===== config.mk =====
export PLATFORM = sky130hd
export DESIGN_NAME = spds_cell
export DESIGN_NICKNAME = d
export VERILOG_FILES = /design/src/rtl/spds_pkg.sv /design/src/rtl/spds_cell.sv
export SDC_FILE = /design/constraint.sdc
export NUM_CORES = 1
export LEC_CHECK = 0
export BUFFER_PORTS_ARGS = -buffer_cell sky130_fd_sc_hd__buf_4
export CAP_MARGIN = 0
export CORE_ASPECT_RATIO = 0.7
export CORE_MARGIN = 2
export CORE_UTILIZATION = 50
export CTS_BUF_LIST = sky130_fd_sc_hd__clkbuf_8
export DETAILED_ROUTE_END_ITERATION = 10
export PLACE_DENSITY = 0.72
export SETUP_SLACK_MARGIN = 0.1
export SYNTH_ARGS = -nofsm -noshare
export SYNTH_HDL_FRONTEND = slang
export SYNTH_SLANG_ARGS = --single-unit
export TNS_END_PERCENT = 30

===== constraint.sdc =====
create_clock -name clk -period 6.3 [get_ports clk]
set_input_delay 1.26 -clock clk [delete_from_list [all_inputs] [get_ports clk]]
set_output_delay 1.26 -clock clk [all_outputs]
set_load 0.01 [all_outputs]

===== src/rtl/spds_pkg.sv =====
// shared types, constants and stencil coefficients of the six-point derivative core
`timescale 1ns / 1ps
`default_nettype none

package spds_pkg;

    localparam int WINDOW_LEN   = 6;
    localparam int COEF_W       = 12;
    localparam int SCALE_W      = 48;
    localparam int CHUNK_W      = 12;
    localparam int FRAC_BITS    = 24;
    localparam int OUT_W        = 32;
    localparam int POINT_W      = 16;
    localparam int STATUS_W     = 2;
    localparam int ORDER_W      = 3;
    localparam int ROW_W        = 3;
    localparam int CFG_IDX_W    = 1;

    // result status codes
    localparam logic [STATUS_W-1:0] STATUS_OK    = 2'd0;
    localparam logic [STATUS_W-1:0] STATUS_SHORT = 2'd1;
    localparam logic [STATUS_W-1:0] STATUS_LONG  = 2'd2;

    // configuration register indexes
    localparam logic [CFG_IDX_W-1:0] CFG_DERIV_ORDER  = 1'b0;
    localparam logic [CFG_IDX_W-1:0] CFG_OUTPUT_SCALE = 1'b1;

    // stencil rows
    localparam logic [ROW_W-1:0] ROW_FIRST  = 3'd0;
    localparam logic [ROW_W-1:0] ROW_CENTRE = 3'd2;
    localparam logic [ROW_W-1:0] ROW_LAST   = 3'd5;

    typedef enum logic {
        ST_IDLE,
        ST_ISSUE
    } spds_state_t;

    typedef struct packed {
        logic                valid;
        logic [POINT_W-1:0]  point;
        logic [STATUS_W-1:0] status;
        logic                last;
    } spds_meta_t;

    typedef struct packed {
        spds_meta_t          meta;
        logic [ROW_W-1:0]    row;
    } spds_issue_t;

    // integer stencils, [order-1][row][window position]
    localparam logic signed [COEF_W-1:0] COEF_TABLE [5][6][6] = '{
        '{
            '{-12'sd274,  12'sd600, -12'sd600,  12'sd400, -12'sd150,  12'sd24},
            '{-12'sd24,  -12'sd130,  12'sd240, -12'sd120,  12'sd40,  -12'sd6},
            '{ 12'sd6,   -12'sd60,  -12'sd40,   12'sd120, -12'sd30,   12'sd4},
            '{-12'sd4,    12'sd30,  -12'sd120,  12'sd40,   12'sd60,  -12'sd6},
            '{ 12'sd6,   -12'sd40,   12'sd120, -12'sd240,  12'sd130,  12'sd24},
            '{-12'sd24,   12'sd150, -12'sd400,  12'sd600, -12'sd600,  12'sd274}
        },
        '{
            '{ 12'sd225, -12'sd770,  12'sd1070, -12'sd780, 12'sd305, -12'sd50},
            '{ 12'sd50,  -12'sd75,  -12'sd20,    12'sd70, -12'sd30,   12'sd5},
            '{-12'sd5,    12'sd80,  -12'sd150,   12'sd80, -12'sd5,    12'sd0},
            '{ 12'sd0,   -12'sd5,    12'sd80,  -12'sd150,  12'sd80,  -12'sd5},
            '{ 12'sd5,   -12'sd30,   12'sd70,  -12'sd20,  -12'sd75,   12'sd50},
            '{-12'sd50,   12'sd305, -12'sd780,  12'sd1070, -12'sd770, 12'sd225}
        },
        '{
            '{-12'sd85,   12'sd355, -12'sd590,  12'sd490, -12'sd205,  12'sd35},
            '{-12'sd35,   12'sd125, -12'sd170,  12'sd110, -12'sd35,   12'sd5},
            '{-12'sd5,   -12'sd5,    12'sd50,  -12'sd70,   12'sd35,  -12'sd5},
            '{ 12'sd5,   -12'sd35,   12'sd70,  -12'sd50,   12'sd5,    12'sd5},
            '{-12'sd5,    12'sd35,  -12'sd110,  12'sd170, -12'sd125,  12'sd35},
            '{-12'sd35,   12'sd205, -12'sd490,  12'sd590, -12'sd355,  12'sd85}
        },
        '{
            '{ 12'sd15,  -12'sd70,   12'sd130, -12'sd120,  12'sd55,  -12'sd10},
            '{ 12'sd10,  -12'sd45,   12'sd80,  -12'sd70,   12'sd30,  -12'sd5},
            '{ 12'sd5,   -12'sd20,   12'sd30,  -12'sd20,   12'sd5,    12'sd0},
            '{ 12'sd0,    12'sd5,   -12'sd20,   12'sd30,  -12'sd20,   12'sd5},
            '{-12'sd5,    12'sd30,  -12'sd70,   12'sd80,  -12'sd45,   12'sd10},
            '{-12'sd10,   12'sd55,  -12'sd120,  12'sd130, -12'sd70,   12'sd15}
        },
        '{
            '{-12'sd1, 12'sd5, -12'sd10, 12'sd10, -12'sd5, 12'sd1},
            '{-12'sd1, 12'sd5, -12'sd10, 12'sd10, -12'sd5, 12'sd1},
            '{-12'sd1, 12'sd5, -12'sd10, 12'sd10, -12'sd5, 12'sd1},
            '{-12'sd1, 12'sd5, -12'sd10, 12'sd10, -12'sd5, 12'sd1},
            '{-12'sd1, 12'sd5, -12'sd10, 12'sd10, -12'sd5, 12'sd1},
            '{-12'sd1, 12'sd5, -12'sd10, 12'sd10, -12'sd5, 12'sd1}
        }
    };

    // order 0 acts as first order, 6 and 7 as fifth
    function automatic logic signed [COEF_W-1:0] spds_coef(
        input logic [ORDER_W-1:0] order,
        input logic [ROW_W-1:0]   row,
        input logic [ROW_W-1:0]   pos
    );
        logic [ORDER_W-1:0] ord_idx;
        logic signed [COEF_W-1:0] coef;
        if (order == 3'd0) begin
            ord_idx = 3'd0;
        end
        else if (order > 3'd5) begin
            ord_idx = 3'd4;
        end
        else begin
            ord_idx = order - 3'd1;
        end
        if ((row > ROW_LAST) || (pos > ROW_LAST)) begin
            coef = '0;
        end
        else begin
            coef = COEF_TABLE[ord_idx][row][pos];
        end
        return coef;
    endfunction

endpackage

`default_nettype wire


===== src/rtl/spds_cell.sv =====
// one window cell: holds a sample, hands it to its neighbour and weights it by its coefficient
`timescale 1ns / 1ps
`default_nettype none

module spds_cell #(
    parameter int SW  = 32,
    parameter int POS = 0
) (
    input  logic                                      clk,
    input  logic                                      rst_n,
    input  logic                                      shift_en,
    input  logic signed [SW-1:0]                      sample_in,
    output logic signed [SW-1:0]                      sample_out,
    input  logic                                      adv,
    input  logic [spds_pkg::ORDER_W-1:0]              order,
    input  logic [spds_pkg::ROW_W-1:0]                row,
    output logic signed [SW+spds_pkg::COEF_W-1:0]     prod
);
    import spds_pkg::*;

    logic signed [SW-1:0]        sample_reg;
    logic signed [SW-1:0]        sample_next;
    logic signed [SW+COEF_W-1:0] prod_reg;
    logic signed [SW+COEF_W-1:0] prod_next;
    logic signed [COEF_W-1:0]    coef;

    assign coef = spds_coef(order, row, ROW_W'(POS));

    always_comb
    begin
        sample_next = shift_en ? sample_in : sample_reg;
        prod_next   = adv ? (sample_reg * coef) : prod_reg;
    end

    always_ff @(posedge clk or negedge rst_n)
    begin
        if (!rst_n)
        begin
            sample_reg <= '0;
        end
        else
        begin
            sample_reg <= sample_next;
        end
    end

    always_ff @(posedge clk)
    begin
        prod_reg <= prod_next;
    end

    assign sample_out = sample_reg;
    assign prod       = prod_reg;

endmodule

`default_nettype wire


# Word level (Yosys, flattened, before mapping)
# Memory sizes are Yosys's and may differ from the RTL's.
# Index checks and enable logic that the tools add are counted.
[totals]
out_inout_bits = 76
input_bits = 42
mem_bits_ro = 3456
elab_cells = 20
memories = 1
regBits = 76
[mem_list]
columns = ["memory", "words", "word_bits", "read_ports", "rd_clocked_by_memory_dff", "wr", "line", "text"]
rows = [
  ["(name not given)", 8, 432, 1, 0, 0, "spds_pkg.sv:115", "coef = COEF_TABLE[ord_idx][row][pos];"],
]
[classes]
n_mul = 1
n_addsub = 1
magnitude_cmp = 4
bitwise = 2
mux = 8
n_reduce_logical = 1
[op_table]
columns = ["cell", "count"]
rows = [
  ["two-way mux 432 bit", 2],
  ["binary-select mux 72 bit (select 3 bit)", 1],
  ["two-way mux 72 bit", 2],
  ["multiplier 32 x 12 -> 44 bit", 1],
  ["two-way mux 12 bit", 1],
  [">= comparator 4 bit, second input constant", 2],
  ["inverter 3 -> 4 bit", 2],
  ["> comparator 3 bit, second input constant", 2],
  ["two-way mux 3 bit", 2],
  ["logical NOT 3 bit", 1],
  ["subtractor 3 x 1 -> 3 bit, second input constant", 1],
]

# Longest topological paths before layout
[depth]
ltp_word = 12
depth_mapped = 32
mapped_depth_nobuf = 31

# Least setup slack after synthesis
# No wires, ideal clock.
[synth_path]
path_kind = "input to register"
start = "input order[0] (netlist name)"
end = "register prod_reg[31] (netlist: prod[31]), data pin"
t_required_ps = 6039
path_buffers = 1
path_stages = 26
setup_ps = 261
setup_slack_ps = -1354
arrival_time_ps = 7393
cell_sequence = "inv_1 > ha_1 > mux2_2 > or2_2 > o211a_1 > o21ai_1 > clkbuf_1 > nand2_1 > fa_1 > fa_1 > fa_1 > inv_1 > fa_1 > inv_1 > fa_1 > inv_1 > ha_1 > o211ai_2 > a21oi_2 > a2111o_1 > a221o_1 > a41oi_2 > o22ai_2 > o31a_1 > o21ai_1 > a211oi_1"
[synth_between]
elab_chain_cells = 12
elab_cells_between_ends = 14
classes_between = "1 x add/sub; 1 x mul; 1 x order compare; 8 x mux; 1 x bitwise; 1 x reduce/logical; 1 x memory"
[synth_rtl]
columns = ["item", "line", "text"]
rows = [
  ["start, declared", "spds_cell.sv:15", "input logic [spds_pkg::ORDER_W-1:0] order,"],
  ["subtractor 3 x 1 -> 3 bit / > comparator 3 bit (equally long branches)", "spds_pkg.sv:109, spds_pkg.sv:105", ""],
  ["two-way mux 3 bit", "spds_pkg.sv:105", "else if (order > 3'd5) begin"],
  ["two-way mux 3 bit *", "spds_pkg.sv:102", "if (order == 3'd0) begin"],
  ["inverter 3 -> 4 bit (not written as such) *", "spds_pkg.sv:115", ""],
  ["memory (8 x 432 bit) *", "--", ""],
  ["two-way mux 432 bit (not written as such) * (2 in a row)", "spds_pkg.sv:115", ""],
  ["binary-select mux 72 bit (select 3 bit) *", "spds_pkg.sv:115", ""],
  ["two-way mux 72 bit (not written as such) * (2 in a row)", "spds_pkg.sv:115", ""],
  ["two-way mux 12 bit *", "spds_pkg.sv:111", "if ((row > ROW_LAST) || (pos > ROW_LAST)) begin"],
  ["multiplier 32 x 12 -> 44 bit *", "spds_cell.sv:32", "prod_next = adv ? (sample_reg * coef) : prod_reg;"],
  ["end signal, assigned", "spds_cell.sv:49", "prod_reg <= prod_next;"],
  ["end, declared", "spds_cell.sv:23", "logic signed [SW+COEF_W-1:0] prod_reg;"],
]
# Every way passes the cells marked *; elsewhere a longest branch is shown, timed or not. The select of a mux whose other input is x is not followed.
# A chain may end at the register's enable or synchronous reset.

# Final worst setup path
# Same ends and word-level chain as after synthesis.

==> impl_metrics.py <==
metrics = {
    "cts": {
        "clock_latency_ns": 0.43,
        "cts_buffer_depth": 2,
        "cts.sinks": 76,
        "clk_pin_slew_ns": 0.12,
        "numCtsBuffers": 9,
        "htreeDepth": 3,
        "tritoncts": "done",
        "root_buffer": "clkbuf_8",
        "hold_buffers": 0,
    },
    "synth": {
        "yosys.area.top_type": "fa_1",
        "synth-seq-cells": 76,
        "seq_area_frac_synth_pct": 13.55,
        "synth_cells": 1706,
        "ys_types": 66,
        "async_flop_share_pct": 42.11,
        "syn_area_mm2": 0.01566,
        "synthFlopType": "edfxtp_1",
        "postSynthAreaPerCell_um2": 9.179,
        "yosys-top-cells-area": "fa_1 (42%), inv_1 (9.6%), edfxtp_1 (8.4%)",
        "synth_top_area_share_pct": 41.55,
        "synth_edf_count": 44,
        "yosys_warnings": 0,
        "synth_common_cells": "inv_1 (400), fa_1 (325), nand2_1 (288)",
        "synth_nets": 2170,
        "synth_most_common_cell": "inv_1",
    },
    "detailed_routing": {
        "wl_per_cell_um": 18.01,
        "drt_pre_antenna_iters": 7,
        "avgViaCountPerCell": 5.239,
        "ant_nets": 0,
        "wirelength_mm": 44.24,
        "drt_iter0_markers": 1018,
        "route.detailed.drc": 0,
        "vias": 12866,
    },
    "cells_and_area": {
        "layout-drive-gt1-share_pct": 30.07,
        "nNetsFinal": 2494,
        "largest_reg_flops": 44,
        "finalNonFillerCells": 2456,
        "syn_to_final_growth_pct": 29.32,
    },
    "global_route": {
        "grt_first_pass_wirelength_mm": 71.30,
        "grt-ovfl-total": 0,
        "grt_pass1_vias": 13576,
        "grt_max_degree": 45,
        "grt_antenna_before_repair": 0,
        "grt_util_all_layers_pct": 27.80,
    },
    "placed_design": {
        "dp_hpwl_mm": 34.86,
        "dp_cells": 2390,
        "io_buffers": 117,
        "place_congestion": 0.9540,
    },
    "critical_path": {
        "required_ns": 6.46,
        "crit_type": "in -> reg",
        "crit_path_frequent_cell": "fa_1",
        "crit_slowest_cell": "fa_1",
        "crit_fanout": 7,
        "cp-start-kind": "input pin",
        "cpPeakStageDelay_ns": 0.49,
        "critPathArrivalTime_ns": 7.72,
        "cp-end-kind": "flop",
    },
    "timing": {
        "fmax_ghz": 0.1324,
        "report.final.setup_viol": 32,
        "hold_viol": 0,
        "finalClockSkew_ns": 0.02655,
        "relSlewSlack_pct": 50.41,
        "worst_pin_slew_ns": 0.7439,
        "finalWorstSetupSlack_ns": -1.254,
        "period_minus_slack_ns": 7.554,
        "finalCritPeriodShare_pct": 119.9,
        "slew_violations": 0,
        "rsz0062_at_grt": "yes",
    },
    "floorplanning": {
        "start_util_pct": 50.49,
        "die_y_um": 152.1,
        "row_count": 54,
        "core_area_mm2": 0.03101,
        "dieArea_mm2": 0.03277,
        "die_w_um": 215.5,
        "io_pins": 118,
    },
    "flow_run": {
        "drv_cap": 0,
    },
    "outcome": {
        "violations": "negative setup slack",
        "status": "complete, but fails checks",
    },
    "worst_hold_path": {
        "hp-class": "reg -> reg",
    },
}
==> critical path: cells and delay by family <==
family          cells  cell delay, ns
compound gates     10            1.89
buf+inv             9            0.86
mux                 1            0.31
fa+ha+maj           7            2.70
simple gates        4            0.68
==> through the flow <==
step / TNS [ns] / util (%) / worst slack (ns) / hold slack [ns] / cell area (um2)
after detailed placement: -48.35 / 60.70 / -1.914 / 0.7118 / 18820
final: -29.61 / 65.29 / -1.254 / 0.7699 / 20250
after global placement: -45.14 / 60.70 / -1.815 / 0.7155 / 18820
after floorplan: -24.62 / - / -1.171 / 0.5821 / 15950
after global routing: -35.57 / 65.29 / -1.421 / 0.8186 / 20250
after CTS: -26.51 / 63.93 / -1.134 / 0.7672 / 19830
==> cell families after synthesis <==
| family | synth area share [%] |
|---|---|
| muxes | 1.942 |
| DFF | 13.55 |
| xor gates and xnor gates | 2.685 |
| buffers and inverters | 11.78 |
| and+or+nand+nor | 13.34 |
| AOI/OAI and AO/OA | 7.279 |
| adders and majority gates | 49.43 |
==> worst paths after layout <==
| kind | startpoint | depth (start not counted) | end | slack (ns) |
|---|---|---|---|---|
| worst max-delay path | order[0] | 31 | prod[31] | -1.25 |
| worst min-delay path | sample_out[6] | 2 | sample_out[6] | 0.77 |
| worst max register to register | sample_out[9] | 20 | prod[31] | 0.19 |
| worst min register to register | sample_out[6] | 2 | sample_out[6] | 0.77 |
| max in group asynchronous | rst_n | 1 | sample_out[15] | 5.07 |
| min in group asynchronous | rst_n | 1 | sample_out[8] | 0.82 |
==> final cells by class <==
class,instances,area (um2)
diodes,1,2.502
clock buffers,9,123.9
clock inverters,7,98.84
fillers,2406,10760
inverters,401,1518
multi-input cells,1143,12550
flip-flops and latches,76,2122
well taps,420,525.5
repair buffers,399,3309
==> placed cells by master (no fill, tap or decap), types with 6 or more instances in the layout <==
master,count
dfrtp_1,32
nand2b_1,8
clkbuf_8,9
a21oi_4,8
edfxtp_1,44
xnor2_1,41
nand2_4,6
xor2_1,7
fa_2,20
mux2_2,26
nand2_1,275
nand2_2,7
nor3_1,6
nor2_1,64
and2_1,57
and3_1,7
a21oi_1,21
nand3_1,13
a211oi_2,7
buf_6,25
fa_1,305
inv_2,19
o21ai_1,8
ha_4,17
o21ai_0,20
a21oi_2,18
a21o_1,16
o21ai_2,8
buf_12,11
buf_4,357
inv_1,379
ha_1,79
==> routing by layer <==
metal / GRT usage (%) / vias up / wire length (um)
met5: 0 / - / 0
met4: 8.079 / 0 / 1130
met3: 7.427 / 64 / 4101
met2: 41.84 / 548 / 19600
met1: 39.71 / 6490 / 19400
li1: - / 5764 / -
==> repair_timing <==
item / CTS / global route
setup buffers: 30 / 16
cloned: 1 / 3
endpoints found under the setup margin: 34 / 35
gates resized for setup: 123 / 76
pin swaps: 77 / 31
Power is left out: the tool's default activity adds up to more than one toggle a clock period on the data nets, which glitch-free logic cannot reach.
