==> src/rtl/spds_pkg.sv <==
// shared types, constants and stencil coefficients of the six-point derivative core
`timescale 1ns / 1ps
`default_nettype none

package spds_pkg;

    localparam int WINDOW_LEN   = 6;
    localparam int COEF_W       = 12;
    localparam int SCALE_W      = 48;
    localparam int CHUNK_W      = 12;
    localparam int FRAC_BITS    = 24;
    localparam int OUT_W        = 32;
    localparam int POINT_W      = 16;
    localparam int STATUS_W     = 2;
    localparam int ORDER_W      = 3;
    localparam int ROW_W        = 3;
    localparam int CFG_IDX_W    = 1;

    // result status codes
    localparam logic [STATUS_W-1:0] STATUS_OK    = 2'd0;
    localparam logic [STATUS_W-1:0] STATUS_SHORT = 2'd1;
    localparam logic [STATUS_W-1:0] STATUS_LONG  = 2'd2;

    // configuration register indexes
    localparam logic [CFG_IDX_W-1:0] CFG_DERIV_ORDER  = 1'b0;
    localparam logic [CFG_IDX_W-1:0] CFG_OUTPUT_SCALE = 1'b1;

    // stencil rows
    localparam logic [ROW_W-1:0] ROW_FIRST  = 3'd0;
    localparam logic [ROW_W-1:0] ROW_CENTRE = 3'd2;
    localparam logic [ROW_W-1:0] ROW_LAST   = 3'd5;

    typedef enum logic {
        ST_IDLE,
        ST_ISSUE
    } spds_state_t;

    typedef struct packed {
        logic                valid;
        logic [POINT_W-1:0]  point;
        logic [STATUS_W-1:0] status;
        logic                last;
    } spds_meta_t;

    typedef struct packed {
        spds_meta_t          meta;
        logic [ROW_W-1:0]    row;
    } spds_issue_t;

    // integer stencils, [order-1][row][window position]
    localparam logic signed [COEF_W-1:0] COEF_TABLE [5][6][6] = '{
        '{
            '{-12'sd274,  12'sd600, -12'sd600,  12'sd400, -12'sd150,  12'sd24},
            '{-12'sd24,  -12'sd130,  12'sd240, -12'sd120,  12'sd40,  -12'sd6},
            '{ 12'sd6,   -12'sd60,  -12'sd40,   12'sd120, -12'sd30,   12'sd4},
            '{-12'sd4,    12'sd30,  -12'sd120,  12'sd40,   12'sd60,  -12'sd6},
            '{ 12'sd6,   -12'sd40,   12'sd120, -12'sd240,  12'sd130,  12'sd24},
            '{-12'sd24,   12'sd150, -12'sd400,  12'sd600, -12'sd600,  12'sd274}
        },
        '{
            '{ 12'sd225, -12'sd770,  12'sd1070, -12'sd780, 12'sd305, -12'sd50},
            '{ 12'sd50,  -12'sd75,  -12'sd20,    12'sd70, -12'sd30,   12'sd5},
            '{-12'sd5,    12'sd80,  -12'sd150,   12'sd80, -12'sd5,    12'sd0},
            '{ 12'sd0,   -12'sd5,    12'sd80,  -12'sd150,  12'sd80,  -12'sd5},
            '{ 12'sd5,   -12'sd30,   12'sd70,  -12'sd20,  -12'sd75,   12'sd50},
            '{-12'sd50,   12'sd305, -12'sd780,  12'sd1070, -12'sd770, 12'sd225}
        },
        '{
            '{-12'sd85,   12'sd355, -12'sd590,  12'sd490, -12'sd205,  12'sd35},
            '{-12'sd35,   12'sd125, -12'sd170,  12'sd110, -12'sd35,   12'sd5},
            '{-12'sd5,   -12'sd5,    12'sd50,  -12'sd70,   12'sd35,  -12'sd5},
            '{ 12'sd5,   -12'sd35,   12'sd70,  -12'sd50,   12'sd5,    12'sd5},
            '{-12'sd5,    12'sd35,  -12'sd110,  12'sd170, -12'sd125,  12'sd35},
            '{-12'sd35,   12'sd205, -12'sd490,  12'sd590, -12'sd355,  12'sd85}
        },
        '{
            '{ 12'sd15,  -12'sd70,   12'sd130, -12'sd120,  12'sd55,  -12'sd10},
            '{ 12'sd10,  -12'sd45,   12'sd80,  -12'sd70,   12'sd30,  -12'sd5},
            '{ 12'sd5,   -12'sd20,   12'sd30,  -12'sd20,   12'sd5,    12'sd0},
            '{ 12'sd0,    12'sd5,   -12'sd20,   12'sd30,  -12'sd20,   12'sd5},
            '{-12'sd5,    12'sd30,  -12'sd70,   12'sd80,  -12'sd45,   12'sd10},
            '{-12'sd10,   12'sd55,  -12'sd120,  12'sd130, -12'sd70,   12'sd15}
        },
        '{
            '{-12'sd1, 12'sd5, -12'sd10, 12'sd10, -12'sd5, 12'sd1},
            '{-12'sd1, 12'sd5, -12'sd10, 12'sd10, -12'sd5, 12'sd1},
            '{-12'sd1, 12'sd5, -12'sd10, 12'sd10, -12'sd5, 12'sd1},
            '{-12'sd1, 12'sd5, -12'sd10, 12'sd10, -12'sd5, 12'sd1},
            '{-12'sd1, 12'sd5, -12'sd10, 12'sd10, -12'sd5, 12'sd1},
            '{-12'sd1, 12'sd5, -12'sd10, 12'sd10, -12'sd5, 12'sd1}
        }
    };

    // order 0 acts as first order, 6 and 7 as fifth
    function automatic logic signed [COEF_W-1:0] spds_coef(
        input logic [ORDER_W-1:0] order,
        input logic [ROW_W-1:0]   row,
        input logic [ROW_W-1:0]   pos
    );
        logic [ORDER_W-1:0] ord_idx;
        logic signed [COEF_W-1:0] coef;
        if (order == 3'd0) begin
            ord_idx = 3'd0;
        end
        else if (order > 3'd5) begin
            ord_idx = 3'd4;
        end
        else begin
            ord_idx = order - 3'd1;
        end
        if ((row > ROW_LAST) || (pos > ROW_LAST)) begin
            coef = '0;
        end
        else begin
            coef = COEF_TABLE[ord_idx][row][pos];
        end
        return coef;
    endfunction

endpackage

`default_nettype wire

==> src/rtl/spds_ctrl.sv <==
// sample counter and issue sequencer of the derivative core
`timescale 1ns / 1ps
`default_nettype none

module spds_ctrl #(
    parameter int MAX_POINTS = 65536
) (
    input  logic                  clk,
    input  logic                  rst_n,
    input  logic                  in_valid,
    input  logic                  final_sample,
    input  logic                  adv,
    output logic                  in_ready,
    output logic                  shift_en,
    output spds_pkg::spds_issue_t issue
);
    import spds_pkg::*;

    localparam int CW = $clog2(MAX_POINTS + 2);
    localparam int PW = (CW > POINT_W) ? CW : POINT_W;
    localparam logic [CW-1:0] MAX_CNT  = CW'(MAX_POINTS);
    localparam logic [CW-1:0] OVER_CNT = CW'(MAX_POINTS + 1);
    localparam logic [CW-1:0] WIN_CNT  = CW'(WINDOW_LEN - 1);

    spds_state_t         state_reg;
    spds_state_t         state_next;
    logic [CW-1:0]       seen_reg;
    logic [CW-1:0]       seen_next;
    logic [ROW_W-1:0]    job_row_reg;
    logic [ROW_W-1:0]    job_row_next;
    logic [ROW_W-1:0]    job_end_reg;
    logic [ROW_W-1:0]    job_end_next;
    logic [POINT_W-1:0]  job_point_reg;
    logic [POINT_W-1:0]  job_point_next;
    logic [STATUS_W-1:0] job_status_reg;
    logic [STATUS_W-1:0] job_status_next;
    logic                job_fin_reg;
    logic                job_fin_next;

    logic          accept;
    logic          job_done;
    logic          new_job;
    logic          over;
    logic          at_max;
    logic          short_run;
    logic          first_full;
    logic [PW-1:0] point_diff;

    // decode of the incoming beat against the running count
    always_comb
    begin
        job_done   = (job_row_reg == job_end_reg) || (job_status_reg != STATUS_OK);
        accept     = in_valid && in_ready;
        over       = seen_reg > MAX_CNT;
        at_max     = seen_reg == MAX_CNT;
        short_run  = seen_reg < WIN_CNT;
        first_full = seen_reg == WIN_CNT;
        new_job    = accept && !over && (at_max || !short_run || final_sample);
        shift_en   = accept && !over && !at_max;
        point_diff = PW'(seen_reg) - PW'(WIN_CNT);
    end

    // next state
    always_comb
    begin
        case (state_reg)
            ST_IDLE:
            begin
                state_next = new_job ? ST_ISSUE : ST_IDLE;
            end
            ST_ISSUE:
            begin
                if (adv && job_done)
                begin
                    state_next = new_job ? ST_ISSUE : ST_IDLE;
                end
                else
                begin
                    state_next = ST_ISSUE;
                end
            end
            default:
            begin
                state_next = ST_IDLE;
            end
        endcase
    end

    // outputs
    always_comb
    begin
        issue.row          = job_row_reg;
        issue.meta.point   = job_point_reg;
        issue.meta.status  = job_status_reg;
        issue.meta.last    = (job_status_reg != STATUS_OK) ||
                             (job_fin_reg && (job_row_reg == ROW_LAST));
        case (state_reg)
            ST_IDLE:
            begin
                in_ready         = 1'b1;
                issue.meta.valid = 1'b0;
            end
            ST_ISSUE:
            begin
                in_ready         = adv && job_done;
                issue.meta.valid = 1'b1;
            end
            default:
            begin
                in_ready         = 1'b0;
                issue.meta.valid = 1'b0;
            end
        endcase
    end

    // job registers and sample count
    always_comb
    begin
        job_row_next    = job_row_reg;
        job_end_next    = job_end_reg;
        job_point_next  = job_point_reg;
        job_status_next = job_status_reg;
        job_fin_next    = job_fin_reg;
        seen_next       = seen_reg;

        if (new_job)
        begin
            job_fin_next = final_sample;
            job_end_next = final_sample ? ROW_LAST : ROW_CENTRE;
            job_row_next = first_full ? ROW_FIRST : ROW_CENTRE;
            if (at_max)
            begin
                job_status_next = STATUS_LONG;
                job_point_next  = '0;
            end
            else if (short_run)
            begin
                job_status_next = STATUS_SHORT;
                job_point_next  = '0;
            end
            else
            begin
                job_status_next = STATUS_OK;
                // point of row j is count - 5 + j
                job_point_next  = point_diff[POINT_W-1:0] + POINT_W'(job_row_next);
            end
        end
        else if ((state_reg == ST_ISSUE) && adv && !job_done)
        begin
            job_row_next   = job_row_reg + 3'd1;
            job_point_next = job_point_reg + 16'd1;
        end

        if (accept)
        begin
            if (final_sample)
            begin
                seen_next = '0;
            end
            else if (over)
            begin
                seen_next = seen_reg;
            end
            else if (at_max)
            begin
                seen_next = OVER_CNT;
            end
            else
            begin
                seen_next = seen_reg + 1'b1;
            end
        end
    end

    always_ff @(posedge clk or negedge rst_n)
    begin
        if (!rst_n)
        begin
            state_reg <= ST_IDLE;
            seen_reg  <= '0;
        end
        else
        begin
            state_reg <= state_next;
            seen_reg  <= seen_next;
        end
    end

    always_ff @(posedge clk)
    begin
        job_row_reg    <= job_row_next;
        job_end_reg    <= job_end_next;
        job_point_reg  <= job_point_next;
        job_status_reg <= job_status_next;
        job_fin_reg    <= job_fin_next;
    end

endmodule

`default_nettype wire

==> config.mk <==
export PLATFORM = sky130hd
export DESIGN_NAME = spds_ctrl
export DESIGN_NICKNAME = d
export VERILOG_FILES = /design/src/rtl/spds_pkg.sv /design/src/rtl/spds_ctrl.sv
export SDC_FILE = /design/constraint.sdc
export NUM_CORES = 1
export LEC_CHECK = 0
export BUFFER_PORTS_ARGS = -buffer_cell sky130_fd_sc_hd__buf_2
export CORE_MARGIN = 5
export CORE_UTILIZATION = 52
export CTS_BUF_LIST = sky130_fd_sc_hd__clkbuf_4
export CTS_CLUSTER_SIZE = 24
export DETAILED_ROUTE_END_ITERATION = 12
export PLACE_DENSITY = 0.81
export SETUP_SLACK_MARGIN = 0.3
export SLEW_MARGIN = 40
export SYNTH_ARGS = -nofsm -noshare
export SYNTH_HDL_FRONTEND = slang
export SYNTH_SLANG_ARGS = --single-unit
==> constraint.sdc <==
create_clock -name clk -period 3.69 [get_ports clk]
set_input_delay 0.369 -clock clk [delete_from_list [all_inputs] [get_ports clk]]
set_output_delay 0.369 -clock clk [all_outputs]
set_load 0.05 [all_outputs]
## Word-level counts from Yosys, hierarchy flattened

Cells that the tools add are included.

| operators by class | value |
|---|---|
| add/sub/neg operators | 5 |
| magnitude comparators | 2 |
| equal/unequal tests | 5 |
| muxes and demuxes | 17 |
| bitwise logic cells | 1 |
| reductions and logical operators | 19 |

Operators by type and width:

| operator | count |
|---|---|
| $mux W16 | 4 |
| $mux W17 | 3 |
| $add A17 B1 Y17 const B | 1 |
| $eq A17 B17 Y1 const B | 1 |
| $eq A17 B3 Y1 const B | 1 |
| $gt A17 B17 Y1 const B | 1 |
| $lt A17 B3 Y1 const B | 1 |
| $add A16 B1 Y16 const B | 1 |
| $add A16 B2 Y16 | 1 |
| $sub A16 B3 Y16 const B | 1 |
| $mux W3 | 3 |
| $logic_and A1 B1 Y1 | 8 |
| $pmux W1 S2 | 3 |
| $logic_not A1 Y1 | 4 |
| $logic_or A1 B1 Y1 | 4 |
| $reduce_bool A2 Y1 | 2 |
| $add A3 B1 Y3 const B | 1 |
| $eq A3 B3 Y1 | 1 |
| $eq A3 B3 Y1 const B | 1 |
| $mux W1 | 3 |
| $mux W2 | 1 |
| $ne A2 B2 Y1 const B | 1 |
| $reduce_and A2 Y1 | 1 |
| $not A1 Y1 | 1 |

| word-level totals | value |
|---|---|
| register bits after elaboration | 43 |
| input port bits | 5 |
| output and inout port bits | 25 |
| word-level logic and storage cells | 56 |

## Depth between registers and ports, before layout

Gate-level depths: netlist of the first run.

| depth | value |
|---|---|
| depth in word-level cells | 10 |
| gate-level depth with buffers | 15 |
| gate-level depth less buffers | 15 |

## Worst setup path before layout of the first run

OpenSTA, ideal clock, no wires.

| timing | value |
|---|---|
| kind | flip-flop to flip-flop |
| from | reg seen_reg[6] |
| to | reg job_point_reg[15], data pin |
| setup time | 0.164 ns |
| arrival time | 2.972 ns |
| required time | 3.526 ns |
| path slack | 0.554 ns |
| stages on the path, launching flop included | 16 |
| path buffers | 0 |
| period minus slack after synthesis | 3.136 ns |
| path through | dfrtp_1 -> inv_1 -> ha_1 -> nand4b_4 -> nor4_1 -> ha_1 -> inv_1 -> ha_1 -> inv_1 -> fa_1 -> nor2b_1 -> o21ai_0 -> nand4b_1 -> a2111oi_0 -> or2_2 -> o221ai_1 |

| on the way | value |
|---|---|
| longest elaborated chain between the ends | 6 |
| elaborated cells on any way between the ends | 16 |
| classes of those cells | add/sub (2); order compare (2); eq/ne (2); mux (4); reduce/logical (6) |

Ends and longest elaborated chain:

| element | line | RTL |
|---|---|---|
| start: declaration | spds_ctrl.sv:27 | `logic [CW-1:0] seen_reg;` |
| start signal: assignment | spds_ctrl.sv:185 | `seen_reg <= seen_next;` |
| parallel branches: the longest is 5 deep, another holds $sub A16 B3 Y16 | - |  |
| $mux W16 * | spds_ctrl.sv:126 | `if (new_job)` |
| net job_point_next[15] | spds_ctrl.sv:34 | `logic [POINT_W-1:0] job_point_next;` |
| end signal: assignment | spds_ctrl.sv:193 | `job_point_reg <= job_point_next;` |
| end: declaration | spds_ctrl.sv:33 | `logic [POINT_W-1:0] job_point_reg;` |

Mark *: on every way through the listed nets, which the timed path passes.
A chain may end at the register's enable or synchronous reset.

## Worst setup path after layout of the first run

| timing | value |
|---|---|
| from | reg seen_reg[10] |
| to | reg job_point_reg[15], data pin |

Same word-level chain as after synthesis.

==> flow_metrics.py, run 1 <==
metrics = {
    "logic_synthesis": {
        "ys_types": 48,
        "synth_most_common_cell": "ha_1",
        "syn-num-nets": 404,
        "syn_area_per_cell_um2": 9.37,
        "post-synth-top-area-fraction_pct": 20.9,
        "synth.area.top_cells": "edfxtp_1, ha_1, dfrtp_1, xnor2_1, inv_1",
        "synth-warning-count": 0,
        "synth_edf_count": 23,
        "synthTopCellsByCount": "ha_1, inv_1, nor2_1",
        "synth_ff_type": "edfxtp_1",
        "synth.largest_area_cell": "edfxtp_1",
        "ys_seq_area_share_pct": 34.6,
        "synthArstFlopShare_pct": 43.9,
        "ys_seq_elements": 41,
        "netlist_area_um2": 3300,
        "synthCells": 352,
    },
    "sta": {
        "fmax_mhz": 306,
        "drv_slew": 0,
        "fin_skew_ns": 0.0134,
        "post-route-period-util_pct": 88.5,
        "maxSlewHeadroom_pct": 56.7,
        "period_needed_ns": 3.26,
        "rsz0062_at_grt": "false",
        "setup_viol": 0,
        "final.setup.tns_ns": 0,
        "tightest_slew_ns": 0.648,
        "holdWs_ns": 0.247,
        "hold_viol_final": 0,
    },
    "routing": {
        "drcViolationCount": 0,
        "avgRoutedWirePerCell_um": 14.9,
        "final_antenna_net_count": 0,
        "drt-pass1-iter-count": 6,
        "wl_um": 7040,
        "vias": 2604,
        "vias_per_cell": 5.49,
        "drt-initial-drc-count": 115,
    },
    "grt": {
        "grt_max_degree": 35,
        "grt_usage_pct": 18.2,
        "grt_antenna_before_repair": 0,
        "gr-total-overflow": 0,
        "grt_pass1_wl_um": 11500,
        "grt_pass1_vias": 2498,
    },
    "layout": {
        "layout-drive-gt1-share_pct": 20.7,
        "multiInputGateArea_um2": 2030,
        "fin_nets": 448,
        "largest_reg_flops": 17,
        "stdcell_area_um2": 3720,
        "syn_to_final_growth_pct": 12.8,
        "final_cell_count_no_fill": 474,
        "fillers": 532,
        "area.sequential_um2": 1140,
        "antennaDiodeCount": 0,
    },
    "worst_setup_path": {
        "cp-end-kind": "flop",
        "worst_r2r_path_depth": 15,
        "cp-start-kind": "flop",
        "reg2reg_slack_ns": 0.43,
        "worst_ep_arrival_time_ns": 3.47,
        "cp_max_fo": 4,
        "cp.required_ns": 3.90,
        "criticalPathCategory": "reg -> reg",
    },
    "floorplan": {
        "die_area_um2": 8040,
        "coreArea_um2": 6280,
        "io_pins": 30,
        "die-width_um": 89.6,
        "rows": 29,
        "chipHeight_um": 89.6,
        "start_util_pct": 52.5,
    },
    "cts": {
        "root_buffer": "clkbuf_4",
        "clk_path_buf_depth": 2,
        "cts_sinks": 41,
        "cts_inserted_buffers": 5,
        "clkTransAtPathRegs_ns": 0.13,
        "cts-htree-levels": 2,
        "insertion_delay_ns": 0.35,
        "cts_tree": "done",
    },
    "place": {
        "dp_hpwl_um": 5320,
        "post-place-cells": 455,
        "placed_cell_area_um2": 3530,
        "routabilityCongestion": 0.844,
        "portBuffers": 29,
    },
    "run_status": {
        "outcome": "finished clean",
    },
    "flow_run": {
        "max_cap_violations": 0,
    },
    "power": {
        "irDropWorstVdd_mv": 0.382,
        "finalPower_uw": 2140,
        "p_per_area_nw_per_um2": 575,
        "p_leak_uw": 0.00163,
    },
    "min_path": {
        "hold-path-cell-count": 1,
        "hp-class": "in -> reg",
    },
}
## logic make-up after synthesis
group,count (synthesis),synth area share (%)
xor gates and xnor gates,41,10.9
and+or+nand+nor,120,19.0
DFF,41,34.6
buffers and inverters,45,5.42
AOI/OAI and AO/OA,57,11.8
muxes,1,0.304
adders and majority gates,47,18.1
## repair_timing
| item | in CTS | in global routing |
|---|---|---|
| hold buffers | 1 | 0 |
| setup endpoints to repair | 3 | 7 |
| buffers inserted | 1 | 9 |
| hold endpoints to repair | 18 | 0 |
| cloned | 0 | 0 |
| pin swaps | 1 | 2 |
| resized for setup | 7 | 16 |
## metrics by stage
step / setup slack [ns] / util [%]
floorplan: 0.554 / -
finish: 0.425 / 59.3
global placement: 0.307 / 56.3
CTS: 0.304 / 57.6
detailed placement: 0.139 / 56.3
global route: 0.250 / 59.3
## worst max-delay path, cell delays in order, from the launching register on
cell	delay (ns)
dfrtp_1	0.45
inv_2	0.10
ha_2	0.20
nand4b_4	0.13
nor4_4	0.29
ha_1	0.27
inv_1	0.06
ha_1	0.17
inv_1	0.06
fa_1	0.41
nor2b_2	0.14
o21ai_1	0.11
nand4b_1	0.16
a2111oi_2	0.09
or2_2	0.33
o221ai_2	0.15
## area by class of cell
type	instances	share of cell area [%]
multi-input combinational	266	54.4
clock inverter	3	0.471
inverter	38	3.83
timing repair buffer	44	6.99
tap	77	2.59
sequential	41	30.7
clock buffer	5	1.01
## worst paths after layout
path                                                    end                      from
worst min-delay path               job_end_reg[0]$_DFFE_PN_              final_sample
max in group asynchronous           seen_reg[1]$_DFFE_PN0P_                     rst_n
worst max register to register  job_point_reg[15]$_DFFE_PP_  seen_reg[10]$_DFFE_PN0P_
worst min register to register     seen_reg[15]$_DFFE_PN0P_  seen_reg[15]$_DFFE_PN0P_
worst max-delay path            job_point_reg[15]$_DFFE_PP_  seen_reg[10]$_DFFE_PN0P_
min in group asynchronous          seen_reg[13]$_DFFE_PN0P_                     rst_n
## cells in the final DEF, fill, tap and decap left out, types with 2 or more instances in the layout
master    instances
and3_1            6
clkinv_2          2
nor4_1            2
xor2_1            9
nor3_1            5
ha_2              2
buf_4            14
and2_1            3
inv_1            27
nand2b_1          2
o31ai_1           3
xnor2_1          32
or3_1             2
inv_2            11
o21ai_1           2
nor2_1           38
dfrtp_1          18
nand2_1          15
clkbuf_4          5
a21oi_1          17
nand4_1           8
ha_1             44
or4_1             2
buf_2            29
nand3_1          21
nor2b_1           4
a31o_2            2
edfxtp_1         23
o21ai_0          14
o22ai_1           7
or2_2             3
## layer usage
| layer | GRT usage, % | routed length (um) |
|---|---|---|
| met1 | 25.0 | 3260 |
| met2 | 29.9 | 3350 |
| met3 | 2.83 | 301 |
| met4 | 5.01 | 131 |
| met5 | 0 | 0 |
## report_power, final
group	internal, uW	switching, uW
Combinational	424	757
Sequential	629	103
Clock	72.0	155
Total	1130	1010
No activity file was read; power rests on OpenSTA's default activity.
==> run 2, diff against run 1 <==
CTS_BUF_LIST = unset   (was sky130_fd_sc_hd__clkbuf_4)
PLACE_DENSITY = 0.74   (was 0.81)
==> run 2 against run 1 <==
Effect of this change: the flow now finishes with violations (hold timing); combinational power is essentially flat; total power is 3.0% higher; utilization up 0.16 points; sequential share of layout area shrank 0.082 points; critical path depth unchanged; via count shrank 0.73%; clock power increased by 30%; sequential power about the same; first-iteration DRC count shrank 7.8%; cell area up 0.27%; die area unchanged; clock skew down 0.0048 ns; critical endpoint unchanged; largest cell class unchanged; largest power group unchanged; highest routed layer unchanged.
==> flow_metrics.py, run 2 (same netlist as run 1, synthesis figures left out) <==
metrics = {
    "power": {
        "p_leak_uw": 0.00164,
        "p_per_area_nw_per_um2": 591,
        "irDropWorstVdd_mv": 0.412,
        "finalPower_uw": 2200,
    },
    "sta": {
        "final.setup.tns_ns": 0,
        "tightest_slew_ns": 0.638,
        "fmax_mhz": 314,
        "hold_viol_final": 18,
        "period_needed_ns": 3.18,
        "rsz0062_at_grt": "false",
        "fin_skew_ns": 0.00855,
        "post-route-period-util_pct": 86.3,
        "holdWs_ns": -0.0113,
        "drv_slew": 0,
        "setup_viol": 0,
        "maxSlewHeadroom_pct": 57.3,
    },
    "worst_setup_path": {
        "cp_max_fo": 5,
        "cp_top_family": "simple AND/OR/NAND/NOR gates",
        "critPathMaxStageDelay_ns": 0.44,
        "critPathBufInv": 3,
        "crit_slowest_cell": "dfrtp_1",
        "reg2reg_slack_ns": 0.51,
        "cp-start-kind": "flop",
        "r2r_end": "job_point_reg[15]$_DFFE_PP_",
        "cp.required_ns": 3.83,
        "worst_r2r_path_depth": 15,
        "criticalPathCategory": "reg -> reg",
        "r2r_start": "seen_reg[6]$_DFFE_PN0P_",
        "cp-end-kind": "flop",
        "crit_chain": "inv_2, ha_2, nand4b_4, nor4_4, ha_1, inv_1, ha_1, inv_1, fa_2, nor2b_2, o21ai_1, nand4b_1, a2111oi_2, or2_2, o221ai_2",
        "worst_ep_arrival_time_ns": 3.32,
    },
    "routing": {
        "final_antenna_net_count": 0,
        "avgRoutedWirePerCell_um": 14.9,
        "wl_um": 7040,
        "drt-initial-drc-count": 106,
        "vias_per_cell": 5.48,
        "vias": 2585,
        "drt-pass1-iter-count": 4,
        "drcViolationCount": 0,
    },
    "floorplan": {
        "die_area_um2": 8040,
        "die-width_um": 89.6,
        "coreArea_um2": 6280,
        "chipHeight_um": 89.6,
        "start_util_pct": 52.5,
        "io_pins": 30,
        "rows": 29,
    },
    "place": {
        "routabilityCongestion": 0.841,
        "placed_cell_area_um2": 3530,
        "post-place-cells": 455,
        "portBuffers": 29,
        "dp_hpwl_um": 5530,
    },
    "layout": {
        "largest_reg_flops": 17,
        "final_cell_mix": "ha_1, nor2_1, xnor2_1",
        "antennaDiodeCount": 0,
        "final_cell_count_no_fill": 472,
        "layout-drive-gt1-share_pct": 20.3,
        "fin_nets": 446,
        "syn_to_final_growth_pct": 13.1,
        "final_common_cell": "ha_1",
        "stdcell_area_um2": 3730,
    },
    "grt": {
        "grt_antenna_before_repair": 0,
        "grt_usage_pct": 18.9,
        "gr-total-overflow": 0,
        "grt_pass1_vias": 2508,
        "grt_pass1_wl_um": 11700,
        "grt_max_degree": 35,
    },
    "min_path": {
        "hp-class": "in -> async",
    },
    "cts": {
        "cts_inserted_buffers": 5,
        "root_buffer": "clkbuf_8",
        "clkTransAtPathRegs_ns": 0.09,
        "insertion_delay_ns": 0.30,
        "cts_tree": "done",
        "cts_sinks": 41,
        "clk_path_buf_depth": 2,
        "cts-htree-levels": 2,
    },
    "run_status": {
        "outcome": "finished, violations left",
        "violations": "hold timing",
    },
    "flow_run": {
        "max_cap_violations": 0,
    },
}
run 2: repair_timing:
item,4_1_cts,5_1_grt
cloned,0,0
setup buffers,1,8
pin swaps,1,3
hold buffers,0,0
endpoints found under the setup margin,4,6
gates resized for setup,4,17
run 2: how the worst max path moves through the flow:
stage / cells past startpoint / slack (ns) / to / start
5_1_grt: 13 / 0.33 / job_point_reg[14]$_DFFE_PP_ / seen_reg[6]$_DFFE_PN0P_
2_1_floorplan: 15 / 0.55 / job_point_reg[15]$_DFFE_PP_ / seen_reg[6]$_DFFE_PN0P_
3_5_place_dp: 15 / 0.14 / job_point_reg[15]$_DFFE_PP_ / seen_reg[11]$_DFFE_PN0P_
3_3_place_gp: 15 / 0.31 / job_point_reg[15]$_DFFE_PP_ / seen_reg[10]$_DFFE_PN0P_
4_1_cts: 15 / 0.32 / job_point_reg[13]$_DFFE_PP_ / seen_reg[10]$_DFFE_PN0P_
6_report: 15 / 0.51 / job_point_reg[15]$_DFFE_PP_ / seen_reg[6]$_DFFE_PN0P_
run 2: area by class of cell:
type,instances,area [um^2]
Clock buffer,5,68.8
Multi-Input combinational cell,266,2020
Timing Repair Buffer,42,243
Sequential cell,41,1140
Tap cell,77,96.3
Inverter,38,143
Clock inverter,3,17.5
Fill cell,558,2550
run 2: routing by layer:
layer	up-vias	global-route usage, %	routed length [um]
li1	1303	-	-
met1	1220	25.4	3380
met2	47	31.3	3250
met3	15	2.83	245
met4	0	6.36	162
met5	-	0	0
run 2: worst register-to-register path: stages, from the launching register on:
cell and delay (ns):
dfrtp_1 0.44, inv_2 0.13, ha_2 0.20, nand4b_4 0.11, nor4_4 0.29, ha_1 0.28, inv_1 0.06, ha_1 0.15
inv_1 0.06, fa_2 0.36, nor2b_2 0.13, o21ai_1 0.10, nand4b_1 0.15, a2111oi_2 0.09, or2_2 0.32, o221ai_2 0.16
run 2: metrics by stage:
stage               worst slack [ns]  util (%)
floorplan                      0.554         -
global placement               0.315      56.3
detailed placement             0.142      56.3
CTS                            0.325      58.0
global route                   0.325      59.4
finish                         0.506      59.4
run 2: report_power, final:
part           internal [uW]  switching, uW  leakage [uW]
Clock                    131            165     0.0000439
Sequential               629            100      0.000463
Combinational            422            756       0.00113
Total                   1180           1020       0.00164
